--- src/rtl/core/srch_pkg.sv ---
package srch_pkg;

  localparam int unsigned Rounds = 64;
  localparam int unsigned RndW   = 6;

  typedef logic [31:0] word_t;

  typedef struct packed {
    word_t a;
    word_t b;
    word_t c;
    word_t d;
    word_t e;
    word_t f;
    word_t g;
    word_t h;
  } state_t;

  localparam state_t InitState = '{
    32'h6a09e667, 32'hbb67ae85, 32'h3c6ef372, 32'ha54ff53a,
    32'h510e527f, 32'h9b05688c, 32'h1f83d9ab, 32'h5be0cd19
  };

  localparam word_t RoundK [Rounds] = '{
    32'h428a2f98, 32'h71374491, 32'hb5c0fbcf, 32'he9b5dba5,
    32'h3956c25b, 32'h59f111f1, 32'h923f82a4, 32'hab1c5ed5,
    32'hd807aa98, 32'h12835b01, 32'h243185be, 32'h550c7dc3,
    32'h72be5d74, 32'h80deb1fe, 32'h9bdc06a7, 32'hc19bf174,
    32'he49b69c1, 32'hefbe4786, 32'h0fc19dc6, 32'h240ca1cc,
    32'h2de92c6f, 32'h4a7484aa, 32'h5cb0a9dc, 32'h76f988da,
    32'h983e5152, 32'ha831c66d, 32'hb00327c8, 32'hbf597fc7,
    32'hc6e00bf3, 32'hd5a79147, 32'h06ca6351, 32'h14292967,
    32'h27b70a85, 32'h2e1b2138, 32'h4d2c6dfc, 32'h53380d13,
    32'h650a7354, 32'h766a0abb, 32'h81c2c92e, 32'h92722c85,
    32'ha2bfe8a1, 32'ha81a664b, 32'hc24b8b70, 32'hc76c51a3,
    32'hd192e819, 32'hd6990624, 32'hf40e3585, 32'h106aa070,
    32'h19a4c116, 32'h1e376c08, 32'h2748774c, 32'h34b0bcb5,
    32'h391c0cb3, 32'h4ed8aa4a, 32'h5b9cca4f, 32'h682e6ff3,
    32'h748f82ee, 32'h78a5636f, 32'h84c87814, 32'h8cc70208,
    32'h90befffa, 32'ha4506ceb, 32'hbef9a3f7, 32'hc67178f2
  };

  function automatic word_t rotr(word_t v, int unsigned s);
    rotr = (v >> s) | (v << (32 - s));
  endfunction

  function automatic word_t swap32(word_t v);
    swap32 = {v[7:0], v[15:8], v[23:16], v[31:24]};
  endfunction

endpackage

--- src/rtl/core/srch_msg_cell.sv ---
// one word of the 16-word message window
module srch_msg_cell (
  input  logic            clk,
  input  logic            load,
  input  logic            shift,
  input  srch_pkg::word_t load_word,
  input  srch_pkg::word_t shift_in,
  output srch_pkg::word_t word_q
);

  srch_pkg::word_t word_r;

  always_ff @(posedge clk) begin
    if (load) begin
      word_r <= load_word;
    end else if (shift) begin
      word_r <= shift_in;
    end
  end

  assign word_q = word_r;

endmodule

--- src/rtl/core/srch_round.sv ---
// one compression round on the working words
module srch_round (
  input  srch_pkg::state_t s,
  input  srch_pkg::word_t  k,
  input  srch_pkg::word_t  w,
  output srch_pkg::state_t s_nxt
);

  srch_pkg::word_t big1, ch, t1, big0, maj, t2;

  always_comb begin
    big1 = srch_pkg::rotr(s.e, 6) ^ srch_pkg::rotr(s.e, 11) ^ srch_pkg::rotr(s.e, 25);
    ch   = s.g ^ (s.e & (s.f ^ s.g));
    t1   = s.h + big1 + ch + k + w;
    big0 = srch_pkg::rotr(s.a, 2) ^ srch_pkg::rotr(s.a, 13) ^ srch_pkg::rotr(s.a, 22);
    maj  = (s.a & s.b) | (s.c & (s.a | s.b));
    t2   = big0 + maj;
    s_nxt.h = s.g;
    s_nxt.g = s.f;
    s_nxt.f = s.e;
    s_nxt.e = s.d + t1;
    s_nxt.d = s.c;
    s_nxt.c = s.b;
    s_nxt.b = s.a;
    s_nxt.a = t1 + t2;
  end

endmodule

--- src/rtl/core/sha256_round_coordinate_hash.sv ---
// an input beat runs through the rounds in S_RUN, then S_DONE copies the state into the output register
// a new item is accepted only in S_IDLE; the single round unit does one round a cycle
// the next item is taken while the previous result waits in the output register
// reset: rst_n synchronous active low, clears control and seed_r to zero
module sha256_round_coordinate_hash (
  input  logic        clk,
  input  logic        rst_n,
  input  logic        in_valid,
  output logic        in_ready,
  input  logic [31:0] in_coord_x,
  input  logic [31:0] in_coord_y,
  input  logic [31:0] in_extra_param,
  output logic        out_valid,
  input  logic        out_ready,
  output logic [31:0] out_word_a,
  output logic [31:0] out_word_b,
  output logic [31:0] out_word_c,
  output logic [31:0] out_word_d,
  output logic [31:0] out_word_e,
  output logic [31:0] out_word_f,
  output logic [31:0] out_word_g,
  output logic [31:0] out_word_h,
  input  logic        cfg_we,
  input  logic [31:0] cfg_wdata
);

  typedef enum logic [1:0] {S_IDLE, S_RUN, S_DONE} fsm_t;

  fsm_t                           st_r;
  logic [srch_pkg::RndW-1:0]      rnd_r;
  srch_pkg::word_t                seed_r;
  srch_pkg::state_t               v_r, v_nxt, res_r;
  logic                           ov_r;
  logic                           load, shift;
  srch_pkg::word_t                win [16];
  srch_pkg::word_t                ld [16];
  srch_pkg::word_t                s0, s1, w_new;

  assign in_ready = (st_r == S_IDLE);
  assign load     = in_valid && in_ready;
  assign shift    = (st_r == S_RUN);

  always_comb begin
    for (int i = 0; i < 16; i++) ld[i] = '0;
    ld[0] = srch_pkg::swap32(in_coord_x);
    ld[1] = srch_pkg::swap32(in_coord_y);
    ld[2] = srch_pkg::swap32(seed_r);
    ld[3] = srch_pkg::swap32(in_extra_param);
    s0 = srch_pkg::rotr(win[1], 7) ^ srch_pkg::rotr(win[1], 18) ^ (win[1] >> 3);
    s1 = srch_pkg::rotr(win[14], 17) ^ srch_pkg::rotr(win[14], 19) ^ (win[14] >> 10);
    w_new = win[0] + s0 + win[9] + s1;
  end

  for (genvar g = 0; g < 16; g++) begin : g_win
    if (g == 15) begin : g_tail
      srch_msg_cell u_cell (
        .clk(clk), .load(load), .shift(shift), .load_word(ld[g]),
        .shift_in(w_new), .word_q(win[g])
      );
    end else begin : g_body
      srch_msg_cell u_cell (
        .clk(clk), .load(load), .shift(shift), .load_word(ld[g]),
        .shift_in(win[g+1]), .word_q(win[g])
      );
    end
  end

  srch_round u_round (
    .s(v_r), .k(srch_pkg::RoundK[rnd_r]), .w(win[0]), .s_nxt(v_nxt)
  );

  always_ff @(posedge clk) begin
    if (!rst_n) begin
      st_r   <= S_IDLE;
      rnd_r  <= '0;
      seed_r <= '0;
      ov_r   <= 1'b0;
    end else begin
      if (cfg_we) begin
        seed_r <= cfg_wdata;
      end
      if (out_valid && out_ready && (st_r != S_DONE)) begin
        ov_r <= 1'b0;
      end
      unique case (st_r)
        S_IDLE: begin
          if (load) begin
            v_r   <= srch_pkg::InitState;
            rnd_r <= '0;
            st_r  <= S_RUN;
          end
        end
        S_RUN: begin
          v_r   <= v_nxt;
          rnd_r <= rnd_r + 1'b1;
          if (rnd_r == srch_pkg::RndW'(srch_pkg::Rounds - 1)) begin
            st_r <= S_DONE;
          end
        end
        S_DONE: begin
          if (!ov_r || out_ready) begin
            res_r <= v_r;
            ov_r  <= 1'b1;
            st_r  <= S_IDLE;
          end
        end
        default: st_r <= S_IDLE;
      endcase
    end
  end

  assign out_valid  = ov_r;
  assign out_word_a = res_r.a;
  assign out_word_b = res_r.b;
  assign out_word_c = res_r.c;
  assign out_word_d = res_r.d;
  assign out_word_e = res_r.e;
  assign out_word_f = res_r.f;
  assign out_word_g = res_r.g;
  assign out_word_h = res_r.h;

endmodule

--- config.mk ---
export PLATFORM = sky130hd
export DESIGN_NAME = sha256_round_coordinate_hash
export DESIGN_NICKNAME = d
export VERILOG_FILES = /design/src/rtl/core/srch_pkg.sv /design/src/rtl/core/srch_msg_cell.sv /design/src/rtl/core/srch_round.sv /design/src/rtl/core/sha256_round_coordinate_hash.sv
export SDC_FILE = /design/constraint.sdc
export NUM_CORES = 2
export LEC_CHECK = 0
export BUFFER_PORTS_ARGS = -buffer_cell sky130_fd_sc_hd__buf_2
export CORE_ASPECT_RATIO = 1.25
export CORE_MARGIN = 10
export CORE_UTILIZATION = 53
export DETAILED_ROUTE_END_ITERATION = 7
export PLACE_DENSITY = 0.71
export SYNTH_ARGS = -nofsm -noshare
export SYNTH_HDL_FRONTEND = slang
export SYNTH_HIERARCHICAL = 1
export SYNTH_SLANG_ARGS = --single-unit
--- constraint.sdc ---
create_clock -name clk -period 19.2 [get_ports clk]
set_input_delay 3.84 -clock clk [delete_from_list [all_inputs] [get_ports clk]]
set_output_delay 3.84 -clock clk [all_outputs]
set_load 0.03 [all_outputs]
==> summary.md <==
| Metric | Value |
|---|---|
| Post-CTS Setup Repair Bufs | 0 |
| Async set-reset flop share out of synthesis | 0 |
| Post-CTS Resized | 0 |
| Clk Latency, worst-skew pair | 730 ps |
| Fin crit share | 0.536 |
| Max-cap violations | 0 |
| Vias in the first global route | 36743 |
| Flops & latches, synth | between 1000 and 1500 |
| Initial Util | 0.535 |
| CTS tree | built |
| Dpl cells | 6458 |
| Remaining Overflow, GRT | 0 |
| RSZ-0062 raised after global routing | no |
| Min-delay src | v_r[13]$_SDFFCE_PN0P_ |
| Die area | ~130000 µm² |
| HPWL after DPL | roughly 130 mm |
| Slew HR | 0.217 |
| CP max stage cell | ha_1 |
| Via count | around 36000 |
| CTS Buffer Depth | 3 |
| Most used cell, CP | a21o_1 |
| Final Cell Area | 67800 µm² |
| Final min period | 10290 ps |
| Worst setup EP type | flop |
| CP max FO | 28 |
| Clk pin slew, worst setup/hold paths | 60 ps |
| Syn Inst Count | 4479 |
| Antenna violations before repair | 6 |
| First-pass GRT wire length | 248 mm |
| Final ANT Viol Nets | 0 |
| Setup TNS Final | 0 ps |
| Cell area after placement | 64300 µm² |
| Number of synthesized flops with an enable pin | 1024 |
| CTS Hold Bufs | 0 |
| Crit start category | flop |
| Final core utilization | 0.588 |
| Clock sinks | 1065 |
| DIE HEIGHT | ~400 µm |
| Crit path launch | rnd_r[0]$_SDFFE_PN0P_ |
| R2r worst-path depth | 38 |
| GPL Wtd Cong | between 0.9 and 1 |
| PortBufs | 390 |
| Hold endpoint | out_word_h[13]$_DFFE_PP_ |
| Average size of a mapped cell | 13.8 µm² |
| Clock Skew | 44.0 ps |
| I/O pin total | ~390 |
| Largest net degree at the start of global routing | between 150 and 200 |
| CTS root buf | clkbuf_16 |
| Tot GR Track Use | 0.257 |
| CTS buffer count | between 100 and 150 |
| Final nets | 5472 |
| Netlist cell types | 106 |
| Slew @ Worst Pin | 1160 ps |
| Layout area overhead | 9.95% |
| Standard-cell row count | around 140 |
| Drt drc | 0 |
| Main synth FF type | edfxtp_1 |
| Status | completed |
| Final max-slew violation count | 0 |
| Max FFs per register | 480 |
| Routed WL | about 170 mm |
| Crit Reg-Reg Endpoint | v_r[255]$_SDFFCE_PN0P_ |
| Htree depth | 3 |
| Setup-failing EPs final | 0 |
| Layout cell share with drive strength beyond 1 | 0.239 |
| F_max | 97.2 MHz |
| Reg-to-reg critical path startpoint | rnd_r[0]$_SDFFE_PN0P_ |
| Hold path depth | 0 |
| Sequential fraction of the synthesis area | 0.512 |
| Die width | 325 µm |
| Via/cell ratio | ~5.5 |
| CP Class | reg -> reg |
| Yosys warns | 6 |
| Drt wl/cell | approximately 26 µm |
| CP required | 19660 ps |
| Max incr delay on CP | 730 ps |
| R2R setup slack | 8910 ps |
| Worst path arrival time | between 10000 and 15000 ps |
| Tightest Hold Check Type | reg -> reg |
| First-pass DRT Iterations | 6 |
| Starting DRT DRC Count | 3303 |
| Total core area | 115000 µm² |
| Synthesized cell area | 61700 µm² |
| Final Non-Filler Cells | 6651 |
| Hold Fails Final Rpt | 0 |
==> layout by cell type (no fill, tap or decap), drive strengths merged, types with 119 or more instances in the layout <==
master  count
clkbuf    120
nand2b    159
ha        141
a21oi     170
conb      384
xnor2     272
o21ai     133
and2      133
fa        187
edfxtp   1024
nor2      120
nand2     119
buf       438
inv       379
mux2      524
==> kinds of logic (layout without fill, tap and decap cells) <==
group,count (synthesis),count (layout),share of synthesized area
other,1,385,0.0000608
AOI/OAI and AO/OA,599,599,0.0667
muxes,595,595,0.137
adders and majority gates,359,359,0.0943
and+or+nand+nor,730,730,0.0633
xor gates and xnor gates,364,364,0.0524
DFF,1065,1065,0.512
buffers and inverters,766,1003,0.0739
==> cells in the mapped netlist (13+ instances only) <==
cell type,count,area [µm²]
buf_6,16,180
nand3_1,43,215
buf_2,36,180
dfxtp_1,41,821
a31oi_1,24,150
o21bai_1,23,173
mux2_2,60,676
o21ai_0,124,621
inv_1,369,1390
and2_1,132,826
o21a_1,13,97.6
nor2b_1,51,319
xnor2_1,271,2370
buf_12,48,961
nor2_1,120,450
a21oi_1,163,816
o211ai_1,23,173
buf_4,192,1440
maj3_1,31,310
nor3_1,32,160
fa_1,187,3740
or2_1,17,106
nand2b_1,159,995
ha_1,141,1760
xor2_1,90,788
clkbuf_1,86,323
a21o_1,57,428
edfxtp_1,1024,30700
a211oi_1,30,225
mux2_4,464,6970
mux2i_1,61,611
nand2_1,119,447
==> metrics by stage <==
step | setup slack (ps) | hold slack (ps)
after detailed placement | 9030 | 434
after global routing | 8400 | 466
final | 8910 | 452
after global placement | 9140 | 437
after CTS | 8970 | 450
after floorplan | 2500 | 426
==> final cells by class <==
class,instances,area [µm²]
multi-input cells,3031,27000
inverters,373,1420
clock buffers,120,2670
fillers,9244,47500
well taps,1551,1940
repair buffers,438,2350
flip-flops and latches,1065,31600
clock inverters,72,861
diodes,1,2.50
==> routing by layer <==
metal	global-route usage	share of wire	up-vias
li1	-	-	16363
met1	0.320	0.39	18343
met2	0.433	0.49	1345
met3	0.0439	0.066	320
met4	0.123	0.052	4
met5	0	0.00016	-
==> worst max path at each step <==
stage	cells after the start	to
finish	38	v_r[255]$_SDFFCE_PN0P_
detailed placement	38	v_r[255]$_SDFFCE_PN0P_
global route	38	v_r[255]$_SDFFCE_PN0P_
floorplan	4	v_r[0]$_SDFFCE_PN1P_
CTS	38	v_r[255]$_SDFFCE_PN0P_
global placement	38	v_r[255]$_SDFFCE_PN0P_
==> worst max-delay path, delay by kind of cell, from the launching register on <==
family | cells | cell delay (ps)
DFF | 1 | 310
buffers and inverters | 7 | 1070
and+or+nand+nor | 4 | 980
adders and majority gates | 7 | 3420
xor gates and xnor gates | 1 | 340
AOI/OAI and AO/OA | 19 | 3910
Power is not shown: default switching activity piles up to over one toggle a cycle in this logic, so the estimate is an artifact.
